### src/sv/absb_pkg.sv
// ----------------------------------------------------------------------------
// absb_pkg
// Types, constants and helpers shared by the acked batch sample buffer.
// ----------------------------------------------------------------------------
package absb_pkg;

    localparam int STORE_DEPTH  = 128;
    localparam int BATCH_MAX    = 10;
    localparam int SAMPLE_WIDTH = 64;

    localparam int IDX_W   = $clog2(STORE_DEPTH);
    localparam int FILL_W  = $clog2(STORE_DEPTH + 1);
    localparam int BATCH_W = $clog2(BATCH_MAX + 1);
    localparam int CMP_W   = (FILL_W > BATCH_W) ? FILL_W : BATCH_W;
    localparam int SUM_W   = CMP_W + 1;
    localparam int RAM_W   = SAMPLE_WIDTH + 32;

    localparam int OP_W   = 2;
    localparam int KIND_W = 3;
    localparam int LEN_W  = 4;
    localparam int MB_W   = 4;

    localparam int APB_ADDR_W = 4;
    localparam int REG_IDX_W  = 2;

    localparam logic [OP_W-1:0] OP_ENQUEUE    = 2'd0;
    localparam logic [OP_W-1:0] OP_POLL       = 2'd1;
    localparam logic [OP_W-1:0] OP_ACK        = 2'd2;
    localparam logic [OP_W-1:0] OP_DISCONNECT = 2'd3;

    localparam logic [KIND_W-1:0] KIND_ACCEPTED       = 3'd0;
    localparam logic [KIND_W-1:0] KIND_NEW_DROPPED    = 3'd1;
    localparam logic [KIND_W-1:0] KIND_OLDEST_DROPPED = 3'd2;
    localparam logic [KIND_W-1:0] KIND_CONNECT        = 3'd3;
    localparam logic [KIND_W-1:0] KIND_ENTRY          = 3'd4;

    localparam logic [REG_IDX_W-1:0] REG_MAX_BATCH   = 2'd0;
    localparam logic [REG_IDX_W-1:0] REG_ACK_TIMEOUT = 2'd1;
    localparam logic [REG_IDX_W-1:0] REG_RECONNECT   = 2'd2;

    localparam logic [MB_W-1:0] MAX_BATCH_RST   = 4'd10;
    localparam logic [31:0]     ACK_TIMEOUT_RST = 32'd15000;
    localparam logic [31:0]     RECONNECT_RST   = 32'd5000;

    typedef struct packed {
        logic [OP_W-1:0]         opcode;
        logic [SAMPLE_WIDTH-1:0] sample_word;
        logic [31:0]             recorded_at;
        logic [31:0]             now_ms;
        logic                    link_up;
        logic                    session_up;
        logic                    session_idle;
        logic [15:0]             packet_id;
    } t_in_item;

    typedef struct packed {
        logic [KIND_W-1:0]       kind;
        logic [31:0]             entry_time;
        logic [SAMPLE_WIDTH-1:0] entry_word;
        logic [15:0]             batch_id;
        logic [LEN_W-1:0]        batch_len;
        logic                    last;
    } t_out_item;

    typedef struct packed {
        logic [MB_W-1:0] max_batch;
        logic [31:0]     ack_limit_ms;
        logic [31:0]     retry_gap_ms;
    } t_cfg;

    typedef struct packed {
        logic latch;
        logic enq;
        logic conn;
        logic expire;
        logic start;
        logic rd;
        logic emit;
        logic ack;
        logic disc;
    } t_cmd;

    typedef struct packed {
        logic [OP_W-1:0] opcode;
        logic            link_up;
        logic            session_up;
        logic            session_idle;
        logic            conn_due;
        logic            send_ok;
        logic            expire_due;
        logic            out_free;
        logic            last_entry;
    } t_stat;

    function automatic logic [IDX_W-1:0] wrap_idx(input logic [SUM_W-1:0] s);
        logic [SUM_W-1:0] d;
        d = (s >= SUM_W'(STORE_DEPTH)) ? s - SUM_W'(STORE_DEPTH) : s;
        return d[IDX_W-1:0];
    endfunction

endpackage

### src/sv/absb_ctrl.sv
// ----------------------------------------------------------------------------
// absb_ctrl
// Sequencer that takes one item at a time and steps the datapath through it.
// ----------------------------------------------------------------------------
module absb_ctrl (
    input  logic            i_clk,
    input  logic            i_rst_n,
    input  logic            i_in_valid,
    output logic            o_in_ready,
    input  absb_pkg::t_stat i_stat,
    output absb_pkg::t_cmd  o_cmd
);

    localparam logic [1:0] ST_IDLE = 2'd0;
    localparam logic [1:0] ST_EXEC = 2'd1;
    localparam logic [1:0] ST_SEND = 2'd2;
    localparam logic [1:0] ST_DATA = 2'd3;

    logic [1:0] r_state;
    logic [1:0] n_state;

    always_comb begin
        n_state    = r_state;
        o_cmd      = '0;
        o_in_ready = 1'b0;
        unique case (r_state)
            ST_IDLE: begin
                o_in_ready = 1'b1;
                if (i_in_valid) begin
                    o_cmd.latch = 1'b1;
                    n_state     = ST_EXEC;
                end
            end
            ST_EXEC: begin
                unique case (i_stat.opcode)
                    absb_pkg::OP_ENQUEUE: begin
                        if (i_stat.out_free) begin
                            o_cmd.enq = 1'b1;
                            n_state   = ST_IDLE;
                        end
                    end
                    absb_pkg::OP_POLL: begin
                        priority if (!i_stat.link_up) begin
                            n_state = ST_IDLE;
                        end else if (!i_stat.session_up) begin
                            if (i_stat.session_idle && i_stat.conn_due) begin
                                if (i_stat.out_free) begin
                                    o_cmd.conn = 1'b1;
                                    n_state    = ST_IDLE;
                                end
                            end else begin
                                n_state = ST_IDLE;
                            end
                        end else if (i_stat.send_ok) begin
                            o_cmd.start = 1'b1;
                            n_state     = ST_SEND;
                        end else begin
                            o_cmd.expire = i_stat.expire_due;
                            n_state      = ST_IDLE;
                        end
                    end
                    absb_pkg::OP_ACK: begin
                        o_cmd.ack = 1'b1;
                        n_state   = ST_IDLE;
                    end
                    absb_pkg::OP_DISCONNECT: begin
                        o_cmd.disc = 1'b1;
                        n_state    = ST_IDLE;
                    end
                endcase
            end
            ST_SEND: begin
                if (i_stat.out_free) begin
                    o_cmd.rd = 1'b1;
                    n_state  = ST_DATA;
                end
            end
            ST_DATA: begin
                o_cmd.emit = 1'b1;
                n_state    = i_stat.last_entry ? ST_IDLE : ST_SEND;
            end
        endcase
    end

    always_ff @(posedge i_clk) begin
        if (!i_rst_n) begin
            r_state <= ST_IDLE;
        end else begin
            r_state <= n_state;
        end
    end

endmodule

### config.mk
export PLATFORM = sky130hd
export DESIGN_NAME = absb_ctrl
export DESIGN_NICKNAME = d
export VERILOG_FILES = /design/src/sv/absb_pkg.sv /design/src/sv/absb_ctrl.sv
export SDC_FILE = /design/constraint.sdc
export NUM_CORES = 1
export LEC_CHECK = 0
export BUFFER_PORTS_ARGS = -buffer_cell sky130_fd_sc_hd__buf_2
export CORE_AREA = 4 4 41 43
export DETAILED_ROUTE_END_ITERATION = 7
export DIE_AREA = 0 0 45 47
export GPL_TIMING_DRIVEN = 0
export PLACE_DENSITY = 0.4
export SETUP_SLACK_MARGIN = 0.5
export SLEW_MARGIN = 20
export SYNTH_ARGS = -nofsm -noshare
export SYNTH_HDL_FRONTEND = slang
export SYNTH_SLANG_ARGS = --single-unit
### constraint.sdc
create_clock -name i_clk -period 3.5 [get_ports i_clk]
set_clock_uncertainty 0.05 [all_clocks]
set_input_delay 0.35 -clock i_clk [delete_from_list [all_inputs] [get_ports i_clk]]
set_output_delay 0.35 -clock i_clk [all_outputs]
set_load 0.02 [all_outputs]
Word level (Yosys, flattened, before mapping) --
Cells that the tools add are included.
Word-level totals: flip-flop bits (word level) 2, input port bits 13, output and inout port bits 10, word-level logic and storage cells 42
Operators by class: eq/ne operators 8, mux-type cells 28, reduce and logical (&&, ||, !) cells 5
Operator list (number):
- $mux 2 | 10
- $mux 1 | 13
- $eq 2x2->1 const B | 4
- $pmux 2 s4 | 1
- $mux 3 | 2
- $pmux 2 s3 | 1
- $eq 2x1->1 const B | 2
- $logic_not 2->1 | 2
- $mux 4 | 1
- $ne 2x2->1 const B | 2
- $reduce_and 2->1 | 1
- $reduce_or 2->1 | 1
- $logic_and 1x1->1 | 1

Logic depth before layout (Yosys ltp) --
Gate-level depths: netlist of run 1.
depth after elaboration 6, mapped depth 3, depth with buffers taken out 3

Worst setup path after synthesis of run 1 --
Ideal clock, no wire load.
kind reg-to-output, from reg r_state[0], to out o_cmd[5] (netlist bit), arrival time 1.182 ns, required time 3.100 ns, path slack 1.918 ns, cell stages (with the launch flop) 4, buffers on the path 0, cells stage by stage dfxtp_1 nor3b_2 nand3_1 nor3_1
RTL lines:
- from (decl) | RTL line absb_ctrl.sv:19 | logic [1:0] r_state;
- from (signal assigned) | RTL line absb_ctrl.sv:89 | r_state <= n_state;
- to (decl) | RTL line absb_ctrl.sv:11 | output absb_pkg::t_cmd o_cmd

==> results of run 1 <==
-- cells in the mapped netlist --
cell type	n	area, um^2
nor2_1	6	22.52
nand2_1	4	15.01
dfxtp_1	2	40.04
nand4b_1	2	17.52
o21a_1	2	15.01
a211oi_2	1	12.51
a21boi_0	1	7.510
a21oi_1	1	5.000
and2_1	1	6.260
and2_2	1	7.510
and3_1	1	6.260
nand3_1	1	5.000
nand4_1	1	6.260
nor2b_1	1	6.260
nor3_1	1	5.000
nor3b_2	1	12.51
or2b_1	1	7.510
or3b_1	1	8.760
-- area by class of cell --
type                            instances  share of cell area
Tap cell                               15             0.05245
Sequential cell                         2              0.1119
Multi-Input combinational cell         27              0.4650
Clock buffer                            3             0.06294
Timing Repair Buffer                   22              0.3077
-- critical path: stages (launching register included) --
cell	delay [ps]
dfxtp_1	410
or3b_1	400
nor2_1	170
buf_2	190
-- cell families after synthesis --
group              after synthesis
DFF                              2
AOI/OAI and AO/OA                5
and+or+nand+nor                 22
-- metrics by stage --
stage	util	power (mW)	hold WS (ps)
after floorplan	-	0.03552	417.6
after global placement	0.2577	0.04864	531.7
after detailed placement	0.2577	0.04856	525.1
after CTS	0.2750	0.1023	293.6
after global routing	0.2750	0.1058	307.0
final	0.2750	0.09763	300.4
-- worst max-delay path by stage --
| stage | from | to | slack [ps] | depth (start not counted) |
|---|---|---|---|---|
| floorplan | r_state[0] | o_cmd[5] | 1920 | 3 |
| global placement | i_stat[9] | o_cmd[4] | 1900 | 4 |
| detailed placement | i_stat[9] | o_cmd[4] | 1890 | 4 |
| CTS | r_state[0] | o_cmd[4] | 1680 | 3 |
| global route | r_state[0] | o_cmd[5] | 1590 | 4 |
| finish | r_state[0] | o_cmd[4] | 1710 | 3 |
-- where the power goes --
part	switching (mW)	total (mW)	internal, mW
combinational	0.0118	0.0228	0.0110
sequential	0.00128	0.0251	0.0238
clock	0.0120	0.0497	0.0377
-- per-layer routing --
metal / global-route usage / share of wire / vias up
li1: - / - / 155
met1: 0.07919 / 0.36 / 127
met2: 0.1102 / 0.50 / 13
met3: 0.03448 / 0.15 / 0
met4: 0.07018 / 0 / 0
met5: 0 / 0 / -
==> metrics.cfg, run 1 <==
[worst_setup_path]
crit_type = reg2out
r2r-start = r_state[0]
worst-endpoint-required_ps = 3100
r2r_slack_ps = 2260
timing.rr.end = r_state[0]
cp_data_arrival_time_ps = 1390
end_kind = output pin
crit_fanout = 8
reg2regPathDepth = 3
start_kind = flip-flop

[logic_synthesis]
synth-simple-area-share = 0.6121
yosys-mux-area-fraction = 0
yosys_warnings = 0
synth_adder_area_share = 0
synth_seq_cells = 2
synthDistinctLibCells = 18
synth_compound_gate_area_share = 0.1939
syn_inst = 29
syn_nets = 42
synthXorXnorAreaFrac = 0
syn_area_per_cell_um2 = 7.119
synth.yosys.seq_area_share = 0.1939
synth_area_um2 = 206.4
synth_top_family_by_area = simple AND/OR/NAND/NOR gates

[global_routing]
grt_use_total = 0.07492
antenna_found_initial = 0
grt_pass1_wl_mm = 1.110
grt.overflow.total = 0
grt_pass1_vias = 290
grt_max_degree = 9

[drt]
vias_per_cell = 4.275
drt_wl_total_um = 674
wl_per_cell_um = 9.768
drcViolationCount = 0
num_vias = 295
final_antenna_net_count = 0
drtPass1Iterations = 2
initialDrtViolationCount = 2

[hold_path]
whs_path_depth = 2
holdPathEnd = r_state[0]
hold_path_startpoint = i_rst_n
hold_class = in2reg

[final_layout]
largest_register = r_state
syn_to_final_growth_pct = 73.33
fill_cells = 162
drive_above_1_share = 0.5185
mostFrequentLayoutCells = buf_2 (22), nor2_1 (6), nand2_1 (4)
multiInputGateArea_um2 = 166.4
nets = 69
seqCellArea_um2 = 40.04
reg_top3 = r_state x2
largest_reg_flops = 2
layout_commonest_cell = buf_2
final_area_um2 = 357.8
antennaDiodeCount = 0
fin_cells = 69

[timing]
setup_tns_ps = 0
fin_crit_ps = 1788
post-route-period-util = 0.5108
hold_violations = 0
rsz0062_at_grt = false
relSlewSlack = 0.8422
slew_violations = 0
max_freq_mhz = 559.4
tightestPinTransition_ps = 236.4
timing.final.ws_setup_ps = 1712
setup_viol = 0

[run_status]
status = complete, no violations

[power]
p_leak_nw = 0.1823
power.density_nw_per_um2 = 272.8
ir_worst_vdd_uv = 143.9

[floorplanning]
die_w_um = 45
io_pins = 23
die_h_um = 47
rows = 13
coreArea_um2 = 1301
dieArea_um2 = 2115
start_util = 0.1587

[clock_network]
cts_buffer_depth = 2
root_buffer = clkbuf_4
ctsHoldBuffers = 0
clk_latency_ps = 220
cts_tree = yes
cts_setup_buffers = 0
numClockSinks = 2
ctsResizeCount = 0
clkTransAtPathRegs_ps = 30
cts_htree_levels = 1
cts_buffers = 3

[placed_design]
placed_area_um2 = 335.3
dpl.hpwl_um = 575.7
place.gp.congestion = 0.6715
io_buffers = 22
dp.cells = 66
pre_cts_ws_ps = 1894

[flow_run]
maxCapViolCount = 0

(Power assumes the default switching activity.)
==> run 2: changes to the inputs <==
Settings changed: ABC_AREA set to 1, PLACE_DENSITY 0.4 to 0.41.
Clock period 3.5 ns to 1.8 ns, I/O delays scaled along.
==> run 2 against run 1 <==
Worst hold slack worse by 150 ps. Final cell count up 22%. Clock power up 100%. Largest power group unchanged. Utilization up 9.1 points. Die area unchanged. Via count up 16%.
==> metrics.cfg, run 2 <==
[drt]
drt_wl_total_um = 735  ; +9.1%
final_antenna_net_count = 0  ; unchanged
initialDrtViolationCount = 6  ; +4
drtPass1Iterations = 4  ; +2
vias_per_cell = 4.060  ; -5.0%
num_vias = 341  ; +16%
wl_per_cell_um = 8.750  ; -10%
drcViolationCount = 0  ; unchanged

[logic_synthesis]
yosys.area.top_type_share = 0.1989  ; +0.004956
yosys_warnings = 0  ; unchanged
synthXorXnorAreaFrac = 0  ; unchanged
synth_top_cell_by_area = nand2_1
synth_adder_area_share = 0  ; unchanged
synth_common_cells = nand2_1 (12), inv_1 (9), nor3_1 (5)
synth_area_um2 = 226.5  ; +9.7%
synth.most_common_cell = nand2_1
synth-simple-area-share = 0.5193  ; -0.09278
synth_area_leaders = nand2_1 (20%), dfxtp_1 (18%), inv_1 (15%)
syn_area_per_cell_um2 = 5.392  ; -24%
async_reset_ff_frac = 0  ; unchanged
synth_seq_cells = 2  ; unchanged
synth_top_family_by_area = simple AND/OR/NAND/NOR gates
synth_compound_gate_area_share = 0.1050  ; -0.08897
synth.yosys.seq_area_share = 0.1768  ; -0.01714
synth_edf_count = 0  ; unchanged
syn_inst = 42  ; +45%
ys.flop_type = dfxtp_1
syn_nets = 55  ; +31%
yosys-mux-area-fraction = 0  ; unchanged
synthDistinctLibCells = 13  ; -5

[clock_network]
clk_latency_ps = 220  ; about the same
cts_tree = yes
root_buffer = clkbuf_4
numClockSinks = 2  ; unchanged
ctsHoldBuffers = 0  ; unchanged
cts_buffer_depth = 2  ; unchanged
clkTransAtPathRegs_ps = 30  ; about the same
cts_htree_levels = 1  ; unchanged
cts_buffers = 3  ; unchanged

[final_layout]
antennaDiodeCount = 0  ; unchanged
mostFrequentLayoutCells = buf_2 (15), nand2_1 (11), inv_1 (7), buf_4 (7)
drive_above_1_share = 0.6087  ; +0.09018
fill_cells = 165  ; +1.9%
largest_register = r_state
final_area_um2 = 476.7  ; +33%
syn_to_final_growth_pct = 110.5
reg_top3 = r_state x2
layout_commonest_cell = buf_2
fin_cells = 84  ; +22%
largest_reg_flops = 2  ; unchanged
nets = 84  ; +22%

[worst_setup_path]
start_kind = flip-flop
crit_fanout = 7  ; -1
critPathLaunch = r_state[0]
end_kind = output pin
cp_data_arrival_time_ps = 1270  ; -120 ps
r2r-start = r_state[0]
worst-endpoint-required_ps = 1570  ; -1530 ps
crit_type = reg2out

[placed_design]
place.gp.congestion = 0.7103  ; +5.8%
dpl.hpwl_um = 581.5  ; +1.0%
placed_area_um2 = 366.6  ; +9.3%
io_buffers = 22  ; unchanged
dp.cells = 79  ; +20%

[power]
power.density_nw_per_um2 = 469.3  ; +72%
ir_worst_vdd_uv = 233.9  ; +63%
p_leak_nw = 0.2571  ; +41%

[floorplanning]
die_w_um = 45  ; unchanged
start_util = 0.1740  ; +0.01538
die_h_um = 47  ; unchanged
coreArea_um2 = 1301  ; unchanged
rows = 13  ; unchanged
io_pins = 23  ; unchanged
dieArea_um2 = 2115  ; unchanged

[timing]
max_freq_mhz = 664.6
tightestPinTransition_ps = 175.9  ; -60.51 ps
rsz0062_at_grt = true
hold_violations = 0  ; unchanged
relSlewSlack = 0.8819  ; +0.03968
whs_ps = 150.5  ; -150.0 ps
fin_crit_ps = 1505
slew_violations = 0  ; unchanged
setup_tns_ps = 0  ; unchanged
post-route-period-util = 0.8359
setup_viol = 0  ; unchanged

[global_routing]
grt_pass1_vias = 331  ; +14%
antenna_found_initial = 0  ; unchanged
grt.overflow.total = 0  ; unchanged
grt_use_met3 = 0.05747  ; +0.02299
gr-usage-met2 = 0.1215  ; +0.01130
grt_use_total = 0.07723  ; +0.002305
grt_max_degree = 8  ; -1
grt_util_met1 = 0.08352  ; +0.004336
grt.busiest_layer = met2
grt_pass1_wl_mm = 1.186  ; +6.8%

[flow_run]
maxCapViolCount = 0  ; unchanged

[run_status]
status = complete, no violations

[hold_path]
hold_class = in2reg
hold_path_startpoint = i_rst_n

[run 2: cell count changes in the layout (fill, tap and decap cells not counted), moves of 3 or more]
cell,previous run,this run
buf_4,0,7
nand2_1,4,11
nor3_2,0,4
inv_1,0,7
buf_2,22,15
buf_6,0,3
[run 2: layer usage]
layer / up-vias / part of all wire
li1: 183 / -
met3: 0 / 0.087
met1: 143 / 0.41
met2: 15 / 0.50
met5: - / 0
met4: 0 / 0
[run 2: through the flow]
stage | total power [mW] | worst slack, ps | util
5_1_grt | 0.2437 | 233.5 | 0.3663
3_5_place_dp | 0.1100 | 402.9 | 0.2817
6_report | 0.2237 | 295.4 | 0.3663
2_1_floorplan | 0.08593 | 336.8 | -
4_1_cts | 0.2205 | 304.5 | 0.3269
3_3_place_gp | 0.1104 | 394.3 | 0.2817
[run 2: final cells by class]
class                   count  area [um^2]  share of cell area
plain buffers               1        11.26             0.02362
clock buffers               3        22.52             0.04724
inverters                   9        33.78             0.07087
multi-input cells          30        195.2              0.4094
flip-flops and latches      2        45.04             0.09449
well taps                  15        18.77             0.03937
repair buffers             24        150.1              0.3150
[run 2: cells by family (layout without fill, tap and decap cells)]
kind of cell    Yosys count  count (layout)
buf+inv                  10              37
compound gates            4               4
simple gates             26              26
flops                     2               2
[run 2: worst max-delay path, stage by stage (launching register included)]
cell and delay [ps]:
dfxtp_4 330, inv_2 30, or2_1 220, buf_6 150, nor3_2 150, buf_4 160
[run 2: timing repair]
action                                  in CTS  in global routing
pin swaps                                    1                  3
endpoints found under the hold margin        0                  0
endpoints found under the setup margin       6                  7
resized for setup                            9                 13
buffers inserted                             2                  0
[run 2: final timing paths]
kind	end	slack, ps	cells after the start
setup / recovery	o_cmd[7]	300	5
hold / removal	r_state[1]	150	3
setup reg to reg	r_state[1]	580	7
hold reg to reg	r_state[1]	460	2
[run 2: where the power goes]
group          total [mW]  internal [mW]  switching (mW)
Combinational      0.0754         0.0321          0.0433
Sequential         0.0482         0.0467         0.00151
Clock               0.100         0.0737          0.0264
Total               0.224          0.152          0.0712
==> run 3: changes to the inputs <==
Clock period 1.8 ns to 1.6 ns, I/O delays scaled along.
==> run 3 against run 2 <==
Global-route usage is 0.72 points higher. Flip-flop and latch count stayed put. Sequential power is 9.3% higher. Combinational power is 54% higher. Final cell count is 7.1% higher. Non-clock buffer count is 6 higher. Setup slack worse by 170 ps. Final area is 25% higher. Clock power is 7% higher. Wire length is 6.7% higher. Clock-buffer cell count stayed put. Critical path type unchanged. Largest power group is now combinational logic.
==> metrics.cfg, run 3 (synthesized netlist as in run 2, its figures left out) <==
[global_routing]
grt_max_degree = 8  ; unchanged
antenna_found_initial = 0  ; unchanged
grt.overflow.total = 0  ; unchanged
grt_pass1_wl_mm = 1.283  ; +8.2%
grt_use_total = 0.08445  ; +0.007225
grt_pass1_vias = 356  ; +7.6%

[clock_network]
clk_latency_ps = 220  ; about the same
numClockSinks = 2  ; unchanged
cts_buffer_depth = 2  ; unchanged
clkTransAtPathRegs_ps = 30  ; about the same
ctsHoldBuffers = 0  ; unchanged
root_buffer = clkbuf_4
cts_tree = yes
cts_buffers = 3  ; unchanged
cts_htree_levels = 1  ; unchanged

[placed_design]
dpl.hpwl_um = 621.8  ; +6.9%
io_buffers = 22  ; unchanged
place.gp.congestion = 0.6291  ; -11%
placed_area_um2 = 420.4  ; +15%

[hold_path]
hold_class = in2reg
hold_path_startpoint = i_rst_n

[timing]
post-route-period-util = 0.9201
setup_tns_ps = 0  ; unchanged
rsz0062_at_grt = true
relSlewSlack = 0.8616  ; -0.02032
setup_viol = 0  ; unchanged
tightestPinTransition_ps = 205.5  ; +29.63 ps
slew_violations = 0  ; unchanged
hold_violations = 0  ; unchanged
fin_crit_ps = 1472
max_freq_mhz = 679.3

[floorplanning]
rows = 13  ; unchanged
dieArea_um2 = 2115  ; unchanged
die_w_um = 45  ; unchanged
io_pins = 23  ; unchanged
coreArea_um2 = 1301  ; unchanged
start_util = 0.1740  ; unchanged
die_h_um = 47  ; unchanged

[final_layout]
mostFrequentLayoutCells = buf_2 (12), nand2_1 (11), buf_6 (11)
reg_top3 = r_state x2
antennaDiodeCount = 0  ; unchanged
utilization = 0.4577  ; +0.09135
final_area_um2 = 595.6  ; +25%
drive_above_1_share = 0.6800  ; +0.07130
nets = 90  ; +7.1%
largest_reg_flops = 2  ; unchanged
syn_to_final_growth_pct = 163.0
largest_register = r_state
layout_commonest_cell = buf_2

[drt]
vias_per_cell = 4.022  ; -0.92%
final_antenna_net_count = 0  ; unchanged
drt_wl_total_um = 784  ; +6.7%
initialDrtViolationCount = 4  ; -2
drtPass1Iterations = 2  ; -2
wl_per_cell_um = 8.711  ; -0.44%
drcViolationCount = 0  ; unchanged
num_vias = 362  ; +6.2%

[worst_setup_path]
crit_type = reg2out
crit_fanout = 7  ; unchanged
end_kind = output pin
r2r-start = r_state[1]
worst-endpoint-required_ps = 1390  ; -180 ps
start_kind = flip-flop
critPathLaunch = r_state[1]
cp_data_arrival_time_ps = 1260  ; about the same

[run_status]
status = complete, no violations

[power]
p_int_uw = 188.9  ; +24%
ir_worst_vdd_uv = 189.1  ; -19%
total_power_uw = 275.6  ; +23%
p_leak_nw = 0.3039  ; +18%
clkPwrFrac = 0.387  ; -0.060
combPwrFrac = 0.422  ; +0.085
p_sw_uw = 86.63  ; +22%
power.density_nw_per_um2 = 462.7  ; -1.4%
seq_power_share = 0.191  ; -0.024
switching_share = 0.3144  ; -0.004059

[flow_run]
maxCapViolCount = 0  ; unchanged

## run 3: cell types whose count changed in the layout (fill, tap and decap cells not counted), moves of 3 or more
cell    delta
buf_2      -3
buf_6      +8
nor3_4     +3
nor3_2     -3
## run 3: metal layers
layer | GRT usage | part of all wire | routed length [um]
met5 | 0 | 0 | 0
met2 | 0.1328 | 0.51 | 398
met1 | 0.09524 | 0.44 | 344
met3 | 0.02299 | 0.052 | 41
met4 | 0.07018 | 0 | 0
## run 3: worst paths after layout
kind	slack, ps	end	cells after the start
max	130	o_cmd[4]	6
min	130	r_state[1]	3
max reg2reg	250	r_state[1]	7
min reg2reg	460	r_state[1]	2
## run 3: metrics by stage
step,setup WS [ps],cells,hold slack (ps)
6_report,127.8,90,132.0
5_1_grt,42.75,90,145.5
4_1_cts,124.0,85,131.1
3_5_place_dp,249.2,79,361.0
3_3_place_gp,240.6,79,362.7
2_1_floorplan,383.7,42,250.2
## run 3: layout make-up
cell class,instances,area [um^2]
fillers,145,705.7
repair buffers,30,232.7
flip-flops and latches,2,47.55
clock buffers,3,22.52
multi-input cells,30,225.2
inverters,9,37.54
well taps,15,18.77
plain buffers,1,11.26
## run 3: worst max-delay path, cell delays in order (launching register included)
cell and delay, ps:
dfxtp_4 350, or2_1 230, buf_6 160, nor2_4 80
nand2_2 60, inv_2 50, buf_6 100
## run 3: power groups by stage
| stage | Sequential (mW) | Combinational (mW) | Clock, mW |
|---|---|---|---|
| after global routing | 0.0535 | 0.127 | 0.123 |
| after detailed placement | 0.0575 | 0.0817 | 0 |
| after CTS | 0.0543 | 0.0980 | 0.113 |
| after floorplan | 0.0567 | 0.0533 | 0 |
| final | 0.0527 | 0.116 | 0.107 |
| after global placement | 0.0579 | 0.0815 | 0 |
## run 3: timing repair
item	4_1_cts	5_1_grt
endpoints found under the setup margin	11	12
pin swaps	1	4
resized for setup	18	11
buffers inserted	3	5
